File: src/rtl/pulse_baseline_peak_onset_macros.svh
// ----------------------------------------------------------------------------
// Pulse baseline, peak and onset finder: assertion macros
// Shared concurrent assertion forms, clocked on aclk and reset by aresetn.
// ----------------------------------------------------------------------------
`ifndef PULSE_BASELINE_PEAK_ONSET_MACROS_SVH
`define PULSE_BASELINE_PEAK_ONSET_MACROS_SVH

// Same-cycle implication, disabled while reset is held.
`define PBPO_ASSERT_HOLD(label, ante, cons, msg) \
    label: assert property (@(posedge aclk) disable iff (!aresetn) (ante) |-> (cons)) \
        else $error(msg);

// Condition that must hold in the cycle after a reset cycle.
`define PBPO_ASSERT_AFTER_RESET(label, cons, msg) \
    label: assert property (@(posedge aclk) !aresetn |=> (cons)) \
        else $error(msg);

`endif

File: src/rtl/pbpo_pkg.sv
// ----------------------------------------------------------------------------
// Pulse baseline, peak and onset finder: package
// Field widths, status codes, defaults and the types passed between stages.
// ----------------------------------------------------------------------------
`default_nettype none

package pbpo_pkg;

    localparam int SAMPLE_W             = 16;
    localparam int TIME_W               = 10;
    localparam int BASE_W               = 20;
    localparam int AMP_W                = 21;
    localparam int STATUS_W             = 2;
    localparam int RUN_W                = 4;
    localparam int RUN_MAX              = 15;
    localparam int BASELINE_LEN_DEFAULT = 96;
    localparam int MAX_LEN_DEFAULT      = 1024;

    localparam logic [RUN_W-1:0] ONSET_RUN_RESET = 4'd5;

    localparam logic [STATUS_W-1:0] STATUS_OK    = 2'd0;
    localparam logic [STATUS_W-1:0] STATUS_SHORT = 2'd1;
    localparam logic [STATUS_W-1:0] STATUS_LONG  = 2'd2;

    typedef struct packed {
        logic signed [SAMPLE_W-1:0] peak_value;
        logic [TIME_W-1:0]          peak_time;
        logic [TIME_W-1:0]          onset_time;
        logic                       onset_found;
        logic [STATUS_W-1:0]        status;
    } meas_t;

    typedef struct packed {
        logic signed [BASE_W-1:0]   baseline_q4;
        logic signed [SAMPLE_W-1:0] peak_value;
        logic [TIME_W-1:0]          peak_time;
        logic [TIME_W-1:0]          onset_time;
        logic                       onset_found;
        logic signed [AMP_W-1:0]    amplitude_q4;
        logic [STATUS_W-1:0]        status;
    } res_t;

endpackage

`default_nettype wire

File: src/rtl/pbpo_track.sv
// ----------------------------------------------------------------------------
// Pulse baseline, peak and onset finder: running waveform state
// Updates the baseline sum (first BASELINE_LEN samples), minimum and onset
// search up to MAX_LEN samples; snapshots the results at the last sample.
// ----------------------------------------------------------------------------
`default_nettype none

module pbpo_track
    import pbpo_pkg::*;
#(
    parameter int BASELINE_LEN = BASELINE_LEN_DEFAULT,
    parameter int MAX_LEN      = MAX_LEN_DEFAULT
) (
    input  wire logic                                            aclk,
    input  wire logic                                            aresetn,
    input  wire logic                                            cfg_we,
    input  wire logic [RUN_W-1:0]                                cfg_wdata,
    input  wire logic                                            in_accept,
    input  wire logic signed [SAMPLE_W-1:0]                      in_sample,
    input  wire logic                                            in_last,
    input  wire logic                                            advance,
    output logic                                                 snap_valid,
    output logic signed [SAMPLE_W+$clog2(BASELINE_LEN)-1:0]      snap_sum,
    output meas_t                                                snap_meas
);

    localparam int IDX_W = $clog2(MAX_LEN + 1);
    localparam int SUM_W = SAMPLE_W + $clog2(BASELINE_LEN);

    logic [RUN_W-1:0]           onset_run_reg;
    logic [IDX_W-1:0]           index_reg, index_next;
    logic signed [SUM_W-1:0]    sum_reg, sum_next;
    logic signed [SAMPLE_W-1:0] min_reg, min_next;
    logic [TIME_W-1:0]          min_idx_reg, min_idx_next;
    logic signed [SAMPLE_W-1:0] prev_reg, prev_next;
    logic [RUN_W-1:0]           fall_reg, fall_next;
    logic                       seen_reg, seen_next;
    logic [TIME_W-1:0]          onset_idx_reg, onset_idx_next;
    logic                       overlong_reg, overlong_next;
    logic                       snap_valid_reg;
    logic signed [SUM_W-1:0]    snap_sum_reg;
    meas_t                      snap_meas_reg, snap_meas_next;
    logic [RUN_W-1:0]           need;

    always_comb begin
        need           = (onset_run_reg == '0) ? RUN_W'(1) : onset_run_reg;
        index_next     = index_reg;
        sum_next       = sum_reg;
        min_next       = min_reg;
        min_idx_next   = min_idx_reg;
        prev_next      = prev_reg;
        fall_next      = fall_reg;
        seen_next      = seen_reg;
        onset_idx_next = onset_idx_reg;
        overlong_next  = overlong_reg;

        if (index_reg >= IDX_W'(MAX_LEN)) begin
            overlong_next = 1'b1;
        end else begin
            if (32'(index_reg) < BASELINE_LEN) begin
                sum_next = sum_reg + SUM_W'(in_sample);
            end
            if (index_reg == '0) begin
                min_next     = in_sample;
                min_idx_next = '0;
            end else begin
                if (in_sample < min_reg) begin
                    min_next     = in_sample;
                    min_idx_next = TIME_W'(index_reg);
                end
                if (!seen_reg) begin
                    if (in_sample < prev_reg) begin
                        fall_next = (fall_reg == RUN_W'(RUN_MAX)) ? fall_reg
                                                                   : fall_reg + 1'b1;
                    end else begin
                        fall_next = '0;
                    end
                    if (fall_next == need) begin
                        seen_next      = 1'b1;
                        onset_idx_next = TIME_W'(index_reg) - TIME_W'(need - 1'b1);
                    end
                end
            end
            prev_next  = in_sample;
            index_next = index_reg + 1'b1;
        end

        snap_meas_next.peak_value  = min_next;
        snap_meas_next.peak_time   = min_idx_next;
        snap_meas_next.onset_time  = seen_next ? onset_idx_next : '0;
        snap_meas_next.onset_found = seen_next;
        if (overlong_next) begin
            snap_meas_next.status = STATUS_LONG;
        end else if (32'(index_next) < BASELINE_LEN) begin
            snap_meas_next.status = STATUS_SHORT;
        end else begin
            snap_meas_next.status = STATUS_OK;
        end
    end

    always_ff @(posedge aclk) begin
        if (!aresetn) begin
            onset_run_reg  <= ONSET_RUN_RESET;
            index_reg      <= '0;
            sum_reg        <= '0;
            min_reg        <= '0;
            min_idx_reg    <= '0;
            prev_reg       <= '0;
            fall_reg       <= '0;
            seen_reg       <= 1'b0;
            onset_idx_reg  <= '0;
            overlong_reg   <= 1'b0;
            snap_valid_reg <= 1'b0;
        end else begin
            if (cfg_we) begin
                onset_run_reg <= cfg_wdata;
            end
            if (in_accept) begin
                if (in_last) begin
                    index_reg     <= '0;
                    sum_reg       <= '0;
                    min_reg       <= '0;
                    min_idx_reg   <= '0;
                    prev_reg      <= '0;
                    fall_reg      <= '0;
                    seen_reg      <= 1'b0;
                    onset_idx_reg <= '0;
                    overlong_reg  <= 1'b0;
                end else begin
                    index_reg     <= index_next;
                    sum_reg       <= sum_next;
                    min_reg       <= min_next;
                    min_idx_reg   <= min_idx_next;
                    prev_reg      <= prev_next;
                    fall_reg      <= fall_next;
                    seen_reg      <= seen_next;
                    onset_idx_reg <= onset_idx_next;
                    overlong_reg  <= overlong_next;
                end
            end
            if (advance) begin
                snap_valid_reg <= in_accept && in_last;
            end
        end
    end

    always_ff @(posedge aclk) begin
        if (advance && in_accept && in_last) begin
            snap_sum_reg  <= sum_next;
            snap_meas_reg <= snap_meas_next;
        end
    end

    assign snap_valid = snap_valid_reg;
    assign snap_sum   = snap_sum_reg;
    assign snap_meas  = snap_meas_reg;

endmodule

`default_nettype wire

File: src/rtl/pbpo_finish.sv
// ----------------------------------------------------------------------------
// Pulse baseline, peak and onset finder: result pipeline
// Divides sixteen times the baseline sum by the window length, rounding
// towards minus infinity, by a reciprocal multiply with one correction step,
// then forms the amplitude.
// ----------------------------------------------------------------------------
`default_nettype none

module pbpo_finish
    import pbpo_pkg::*;
#(
    parameter int BASELINE_LEN = BASELINE_LEN_DEFAULT
) (
    input  wire logic                                       aclk,
    input  wire logic                                       aresetn,
    input  wire logic                                       advance,
    input  wire logic                                       in_valid,
    input  wire logic signed [SAMPLE_W+$clog2(BASELINE_LEN)-1:0] in_sum,
    input  wire meas_t                                      in_meas,
    output logic                                            out_valid,
    output res_t                                            out_res
);

    localparam int SUM_W = SAMPLE_W + $clog2(BASELINE_LEN);
    localparam int NUM_W = SUM_W + 4;
    localparam int DW    = $clog2(BASELINE_LEN + 1);

    localparam logic [NUM_W:0]   RECIP = (NUM_W+1)'((64'd1 << NUM_W) / BASELINE_LEN);
    localparam logic [DW-1:0]    DIV   = DW'(BASELINE_LEN);
    localparam logic [NUM_W-1:0] DIV_N = NUM_W'(BASELINE_LEN);

    logic                    v1_reg, v2_reg, v3_reg, v4_reg, v5_reg;
    logic                    neg1_reg, neg2_reg, neg3_reg, neg4_reg;
    logic [NUM_W-1:0]        abs1_reg, abs2_reg, abs3_reg;
    logic [NUM_W-1:0]        qe2_reg, qe3_reg, qe4_reg;
    logic [NUM_W-1:0]        prod3_reg, rem4_reg;
    logic signed [BASE_W-1:0] base5_reg;
    meas_t                   meas1_reg, meas2_reg, meas3_reg, meas4_reg, meas5_reg;

    logic [NUM_W-1:0]        num_u;
    logic [NUM_W-1:0]        abs1_next;
    logic [2*NUM_W:0]        full2;
    logic [NUM_W+DW-1:0]     full3;
    logic                    ge, exact;
    logic [BASE_W-1:0]       q5;
    logic [BASE_W-1:0]       base5_next;
    logic signed [BASE_W-1:0] peak_q4;

    always_comb begin
        num_u      = {in_sum, 4'b0000};
        abs1_next  = num_u[NUM_W-1] ? (~num_u + 1'b1) : num_u;
        full2      = {{(NUM_W+1){1'b0}}, abs1_reg} * {{NUM_W{1'b0}}, RECIP};
        full3      = {{DW{1'b0}}, qe2_reg} * {{NUM_W{1'b0}}, DIV};
        ge         = (rem4_reg >= DIV_N);
        exact      = (rem4_reg == '0) || (rem4_reg == DIV_N);
        q5         = qe4_reg[BASE_W-1:0] + BASE_W'(ge);
        base5_next = neg4_reg ? (~q5 + BASE_W'(exact)) : q5;
        peak_q4    = {meas5_reg.peak_value, 4'b0000};
    end

    always_ff @(posedge aclk) begin
        if (!aresetn) begin
            v1_reg <= 1'b0;
            v2_reg <= 1'b0;
            v3_reg <= 1'b0;
            v4_reg <= 1'b0;
            v5_reg <= 1'b0;
        end else if (advance) begin
            v1_reg <= in_valid;
            v2_reg <= v1_reg;
            v3_reg <= v2_reg;
            v4_reg <= v3_reg;
            v5_reg <= v4_reg;
        end
    end

    always_ff @(posedge aclk) begin
        if (advance) begin
            neg1_reg  <= in_sum[SUM_W-1];
            abs1_reg  <= abs1_next;
            meas1_reg <= in_meas;

            neg2_reg  <= neg1_reg;
            abs2_reg  <= abs1_reg;
            qe2_reg   <= full2[2*NUM_W-1:NUM_W];
            meas2_reg <= meas1_reg;

            neg3_reg  <= neg2_reg;
            abs3_reg  <= abs2_reg;
            qe3_reg   <= qe2_reg;
            prod3_reg <= full3[NUM_W-1:0];
            meas3_reg <= meas2_reg;

            neg4_reg  <= neg3_reg;
            qe4_reg   <= qe3_reg;
            rem4_reg  <= abs3_reg - prod3_reg;
            meas4_reg <= meas3_reg;

            base5_reg <= base5_next;
            meas5_reg <= meas4_reg;
        end
    end

    always_comb begin
        out_res.baseline_q4  = base5_reg;
        out_res.peak_value   = meas5_reg.peak_value;
        out_res.peak_time    = meas5_reg.peak_time;
        out_res.onset_time   = meas5_reg.onset_time;
        out_res.onset_found  = meas5_reg.onset_found;
        out_res.amplitude_q4 = AMP_W'(peak_q4) - AMP_W'(base5_reg);
        out_res.status       = meas5_reg.status;
    end

    assign out_valid = v5_reg;

endmodule

`default_nettype wire

File: src/rtl/pbpo_skid.sv
// ----------------------------------------------------------------------------
// Pulse baseline, peak and onset finder: output register and skid stage
// Holds the result being offered and catches one more while it is stalled.
// ----------------------------------------------------------------------------
`default_nettype none

module pbpo_skid
    import pbpo_pkg::*;
(
    input  wire logic aclk,
    input  wire logic aresetn,
    input  wire logic in_valid,
    input  wire res_t in_data,
    output logic      in_ready,
    output logic      out_valid,
    output res_t      out_data,
    input  wire logic out_ready
);

    logic out_valid_reg;
    logic skid_valid_reg;
    res_t out_data_reg;
    res_t skid_data_reg;
    logic out_free;

    assign out_free = !out_valid_reg || out_ready;
    assign in_ready = !skid_valid_reg;

    always_ff @(posedge aclk) begin
        if (!aresetn) begin
            out_valid_reg  <= 1'b0;
            skid_valid_reg <= 1'b0;
        end else if (out_free) begin
            out_valid_reg  <= skid_valid_reg || in_valid;
            skid_valid_reg <= 1'b0;
        end else if (in_valid && !skid_valid_reg) begin
            skid_valid_reg <= 1'b1;
        end
    end

    always_ff @(posedge aclk) begin
        if (out_free) begin
            out_data_reg <= skid_valid_reg ? skid_data_reg : in_data;
        end else if (in_valid && !skid_valid_reg) begin
            skid_data_reg <= in_data;
        end
    end

    assign out_valid = out_valid_reg;
    assign out_data  = out_data_reg;

endmodule

`default_nettype wire

File: src/rtl/pulse_baseline_peak_onset.sv
// ----------------------------------------------------------------------------
// Pulse baseline, peak and onset finder: top level
// Throughput is one sample per cycle while s_tready is high. A waveform's
// result, once its last sample is taken, passes the snapshot register, five
// result pipeline stages and the output register before m_tvalid offers it.
// A synchronous active-low reset clears all waveform state and onset_run to 5.
// ----------------------------------------------------------------------------
`default_nettype none
`include "pulse_baseline_peak_onset_macros.svh"

module pulse_baseline_peak_onset
    import pbpo_pkg::*;
#(
    parameter int BASELINE_LEN = BASELINE_LEN_DEFAULT,
    parameter int MAX_LEN      = MAX_LEN_DEFAULT
) (
    input  wire logic             aclk,
    input  wire logic             aresetn,
    input  wire logic             cfg_we,
    input  wire logic [RUN_W-1:0] cfg_wdata,
    input  wire logic             s_tvalid,
    output logic                  s_tready,
    input  wire logic [15:0]      s_tdata,   // sample [15:0]
    input  wire logic             s_tlast,
    output logic                  m_tvalid,
    input  wire logic             m_tready,
    // baseline_q4 [19:0], peak_value [35:20], peak_time [45:36],
    // onset_time [55:46], amplitude_q4 [76:56], zero [79:77]
    output logic [79:0]           m_tdata,
    output logic [2:0]            m_tuser    // onset_found [0], status [2:1]
);

    localparam int SUM_W = SAMPLE_W + $clog2(BASELINE_LEN);

    logic                    accept;
    logic                    advance;
    logic                    snap_valid;
    logic signed [SUM_W-1:0] snap_sum;
    meas_t                   snap_meas;
    logic                    fin_valid;
    res_t                    fin_res;
    res_t                    out_res;

    assign accept   = s_tvalid && s_tready;
    assign s_tready = advance;

    pbpo_track #(
        .BASELINE_LEN (BASELINE_LEN),
        .MAX_LEN      (MAX_LEN)
    ) u_track (
        .aclk       (aclk),
        .aresetn    (aresetn),
        .cfg_we     (cfg_we),
        .cfg_wdata  (cfg_wdata),
        .in_accept  (accept),
        .in_sample  (s_tdata),
        .in_last    (s_tlast),
        .advance    (advance),
        .snap_valid (snap_valid),
        .snap_sum   (snap_sum),
        .snap_meas  (snap_meas)
    );

    pbpo_finish #(
        .BASELINE_LEN (BASELINE_LEN)
    ) u_finish (
        .aclk      (aclk),
        .aresetn   (aresetn),
        .advance   (advance),
        .in_valid  (snap_valid),
        .in_sum    (snap_sum),
        .in_meas   (snap_meas),
        .out_valid (fin_valid),
        .out_res   (fin_res)
    );

    pbpo_skid u_skid (
        .aclk      (aclk),
        .aresetn   (aresetn),
        .in_valid  (fin_valid),
        .in_data   (fin_res),
        .in_ready  (advance),
        .out_valid (m_tvalid),
        .out_data  (out_res),
        .out_ready (m_tready)
    );

    assign m_tdata = {3'b000, out_res.amplitude_q4, out_res.onset_time,
                      out_res.peak_time, out_res.peak_value, out_res.baseline_q4};
    assign m_tuser = {out_res.status, out_res.onset_found};

    `PBPO_ASSERT_AFTER_RESET(a_ready_after_reset, s_tready, "input not ready after reset")
    `PBPO_ASSERT_HOLD(a_skid_needs_output, !s_tready, m_tvalid, "skid full with no result offered")
    `PBPO_ASSERT_HOLD(a_snap_from_last, snap_valid && $past(s_tready), $past(s_tvalid && s_tlast), "snapshot without a last sample")

endmodule

`default_nettype wire

File: config.mk
export PLATFORM = sky130hd
export DESIGN_NAME = pulse_baseline_peak_onset
export DESIGN_NICKNAME = d
export VERILOG_FILES = /design/src/rtl/pbpo_pkg.sv /design/src/rtl/pbpo_track.sv /design/src/rtl/pbpo_finish.sv /design/src/rtl/pbpo_skid.sv /design/src/rtl/pulse_baseline_peak_onset.sv
export VERILOG_INCLUDE_DIRS = /design/src /design/src/rtl
export SDC_FILE = /design/constraint.sdc
export NUM_CORES = 2
export LEC_CHECK = 0
export BUFFER_PORTS_ARGS = -buffer_cell sky130_fd_sc_hd__buf_2
export CORE_MARGIN = 4
export CORE_UTILIZATION = 35
export DETAILED_ROUTE_END_ITERATION = 8
export GPL_ROUTABILITY_DRIVEN = 1
export PLACE_DENSITY_LB_ADDON = 0.25
export SLEW_MARGIN = 20
export SYNTH_ARGS = -nofsm -noshare
export SYNTH_HDL_FRONTEND = slang
export SYNTH_HIERARCHICAL = 1
export SYNTH_SLANG_ARGS = --single-unit
File: constraint.sdc
create_clock -name aclk -period 29 [get_ports aclk]
set_clock_uncertainty 0.15 [all_clocks]
set_input_delay 1.45 -clock aclk [delete_from_list [all_inputs] [get_ports aclk]]
set_output_delay 1.45 -clock aclk [all_outputs]
set_load 0.03 [all_outputs]
==> results.json <==
{
  "synth_top_cells_by_count": "edfxtp_1, inv_1, ha_1, fa_1, nand2_1",
  "layout-drive-gt1-share_pct": 11.4,
  "start_util_pct": 35.3,
  "period_share_pct": 24.4,
  "synth.most_common_cell": "edfxtp_1",
  "hpwl_mm": 60.6,
  "end_kind": "register",
  "vias": 22400,
  "cts_tree": "built",
  "r2r-end": "u_finish/qe2_reg[20]",
  "grt_pass1_wl_mm": 127,
  "clkSlewWorstSetupHoldPaths_ns": 0.06,
  "synth_top_area_share_pct": 47.2,
  "fin_tns_setup_ns": 0,
  "path_class": "reg -> reg",
  "critPathArrivalTime_ns": 7.29,
  "drtIter0Drc": 1431,
  "tightest_slew_ns": 1.13,
  "ant_nets": 0,
  "synthFlopType": "edfxtp_1",
  "portBuffers": 107,
  "netlist_instances": 3005,
  "cp.required_ns": 29.22,
  "drc": 0,
  "postCtsSetupBuffers": 0,
  "hold_path_depth": 0,
  "drt-total-wl_mm": 81.2,
  "clock_path_buffers": 3,
  "fmax_mhz": 142,
  "htreeDepth": 3,
  "ys.warnings.count": 6,
  "vias_per_cell": 4.77,
  "cts_made_buffers": 79,
  "die-area_um2": 117000,
  "grt.total_usage_pct": 13.9,
  "antenna_found_initial": 3,
  "relSlewSlack_pct": 24.4,
  "dr.pass1.iters": 7,
  "r2r_slack_ns": 21.94,
  "area_growth_pct": 12.1,
  "grt_start_max_net_pins": 159,
  "max_cap_violations": 0,
  "rows": 122,
  "avgSynthCellArea_um2": 13.0,
  "dpl-instance-area_um2": 41300,
  "async_flop_share_pct": 0,
  "layout.nets": 3662,
  "final_hold_viol_count": 0,
  "hold_class": "reg -> reg",
  "yosysUniqueCellTypes": 102,
  "grt_pass1_vias": 22300,
  "ff2ff_path_depth": 22,
  "die_width_um": 342,
  "grt_overflow": 0,
  "ys_ff_latch": 719,
  "worst_setup_path_start_kind": "register",
  "syn-cell-area_um2": 39100,
  "clkLatencyLatePin_ns": 0.64,
  "min_from": "u_finish/meas3_reg[2]",
  "setup_violations": 0,
  "rsz0062_at_grt": "false",
  "ys_top_cells_by_area": "edfxtp_1, ha_1, fa_1",
  "fp.dieH_um": 342,
  "holdWs_ns": 0.252,
  "synth_edf_count": 615,
  "cts_resized": 0,
  "post-route-min-period_ns": 7.06,
  "hold_end": "u_finish/meas4_reg[2]",
  "numClockSinks": 719,
  "cp_max_fo": 6,
  "io_pins": 111,
  "core-area_um2": 111000,
  "synth_top_area_cell": "edfxtp_1",
  "ys_seq_area_share_pct": 52.5,
  "layout_setup_ws_ns": 21.94,
  "final_area_um2": 43900,
  "clock-root-buffer": "clkbuf_16",
  "place_congestion": 0.862,
  "worstReg2RegStart": "u_finish/abs1_reg[5]",
  "drv_slew": 0,
  "status": "finished clean",
  "dp_slack_ns": 21.91,
  "wl_per_cell_um": 17.3,
  "cts_hold_buf": 0
}
per-stage QoR:
stage | cells | util (%)
finish | 4695 | 39.6
global route | 4694 | 39.6
CTS | 4694 | 39.6
detailed placement | 4550 | 37.3
global placement | 4550 | 37.3
floorplan | 3011 | -
cells by family (layout without fill, tap and decap cells):
| logic type | after synthesis | count (layout) | synth area share [%] |
|---|---|---|---|
| AOI/OAI and AO/OA | 494 | 494 | 8.78 |
| adders and majority gates | 493 | 493 | 18.9 |
| DFF | 719 | 719 | 52.5 |
| xor gates and xnor gates | 170 | 170 | 3.81 |
| buffers and inverters | 463 | 658 | 4.71 |
| other | 2 | 9 | 0.0192 |
| and+or+nand+nor | 549 | 549 | 7.39 |
| muxes | 115 | 115 | 3.83 |
critical path: stages, from the launching register on:
cell      delay (ns)
edfxtp_1        0.52
ha_1            0.44
xor2_1          0.33
ha_1            0.21
nor2_1          0.06
fa_1            0.51
inv_1           0.06
fa_1            0.52
fa_1            0.46
fa_1            0.51
inv_1           0.06
fa_1            0.53
inv_1           0.05
ha_1            0.36
nand3_1         0.17
nor4_1          0.09
a211oi_1        0.21
nand3_1         0.20
o21ai_0         0.37
a21oi_1         0.19
o31a_1          0.37
o211a_1         0.23
o211a_1         0.22
cells in the final DEF (no fill, tap or decap), types with 20 or more instances in the layout:
cell	count
edfxtp_1	615
inv_1	391
ha_1	328
fa_1	165
nand2_1	139
xnor2_1	120
buf_2	107
dfxtp_1	103
nor2_1	101
a21oi_1	99
clkbuf_16	79
o21ai_0	74
nor2b_1	62
mux2_4	60
a22o_1	55
xor2_1	50
a21o_1	46
nor3_1	42
nand3_1	37
nand2b_1	36
a22oi_1	32
o21ai_1	23
a211oi_1	22
mux2_2	21
and3_1	20
per-layer routing:
metal / track usage (%) / vias to the layer above / routed length, um
met3: 2.25 / 131 / 3440
met4: 4.12 / 2 / 2240
met1: 20.1 / 10800 / 39200
met5: 0 / - / 13
li1: - / 11000 / -
met2: 21.5 / 411 / 36300
cell type report:
cell class	count	area, um^2
clock inverter	51	510
sequential	719	20600
fill	10500	66900
multi-input combinational	1829	16800
tap	1488	1860
clock buffer	93	2040
timing repair buffer	122	661
antenna	1	2.50
inverter	392	1480
worst max path at each step:
stage	from	endpoint	slack, ns	depth (start not counted)
floorplan	u_skid/skid_valid_reg	u_track/snap_meas[0]	17.34	6
detailed placement	u_finish/abs1_reg[5]	u_finish/qe2_reg[20]	21.91	22
finish	u_finish/abs1_reg[5]	u_finish/qe2_reg[20]	21.94	22
global placement	u_finish/abs1_reg[9]	u_finish/qe2_reg[20]	21.98	22
global route	u_finish/abs1_reg[9]	u_finish/qe2_reg[20]	21.65	22
CTS	u_finish/abs1_reg[5]	u_finish/qe2_reg[20]	21.91	22
Power is not shown: default switching activity piles up to over one toggle a cycle in this logic, so the estimate is an artifact.
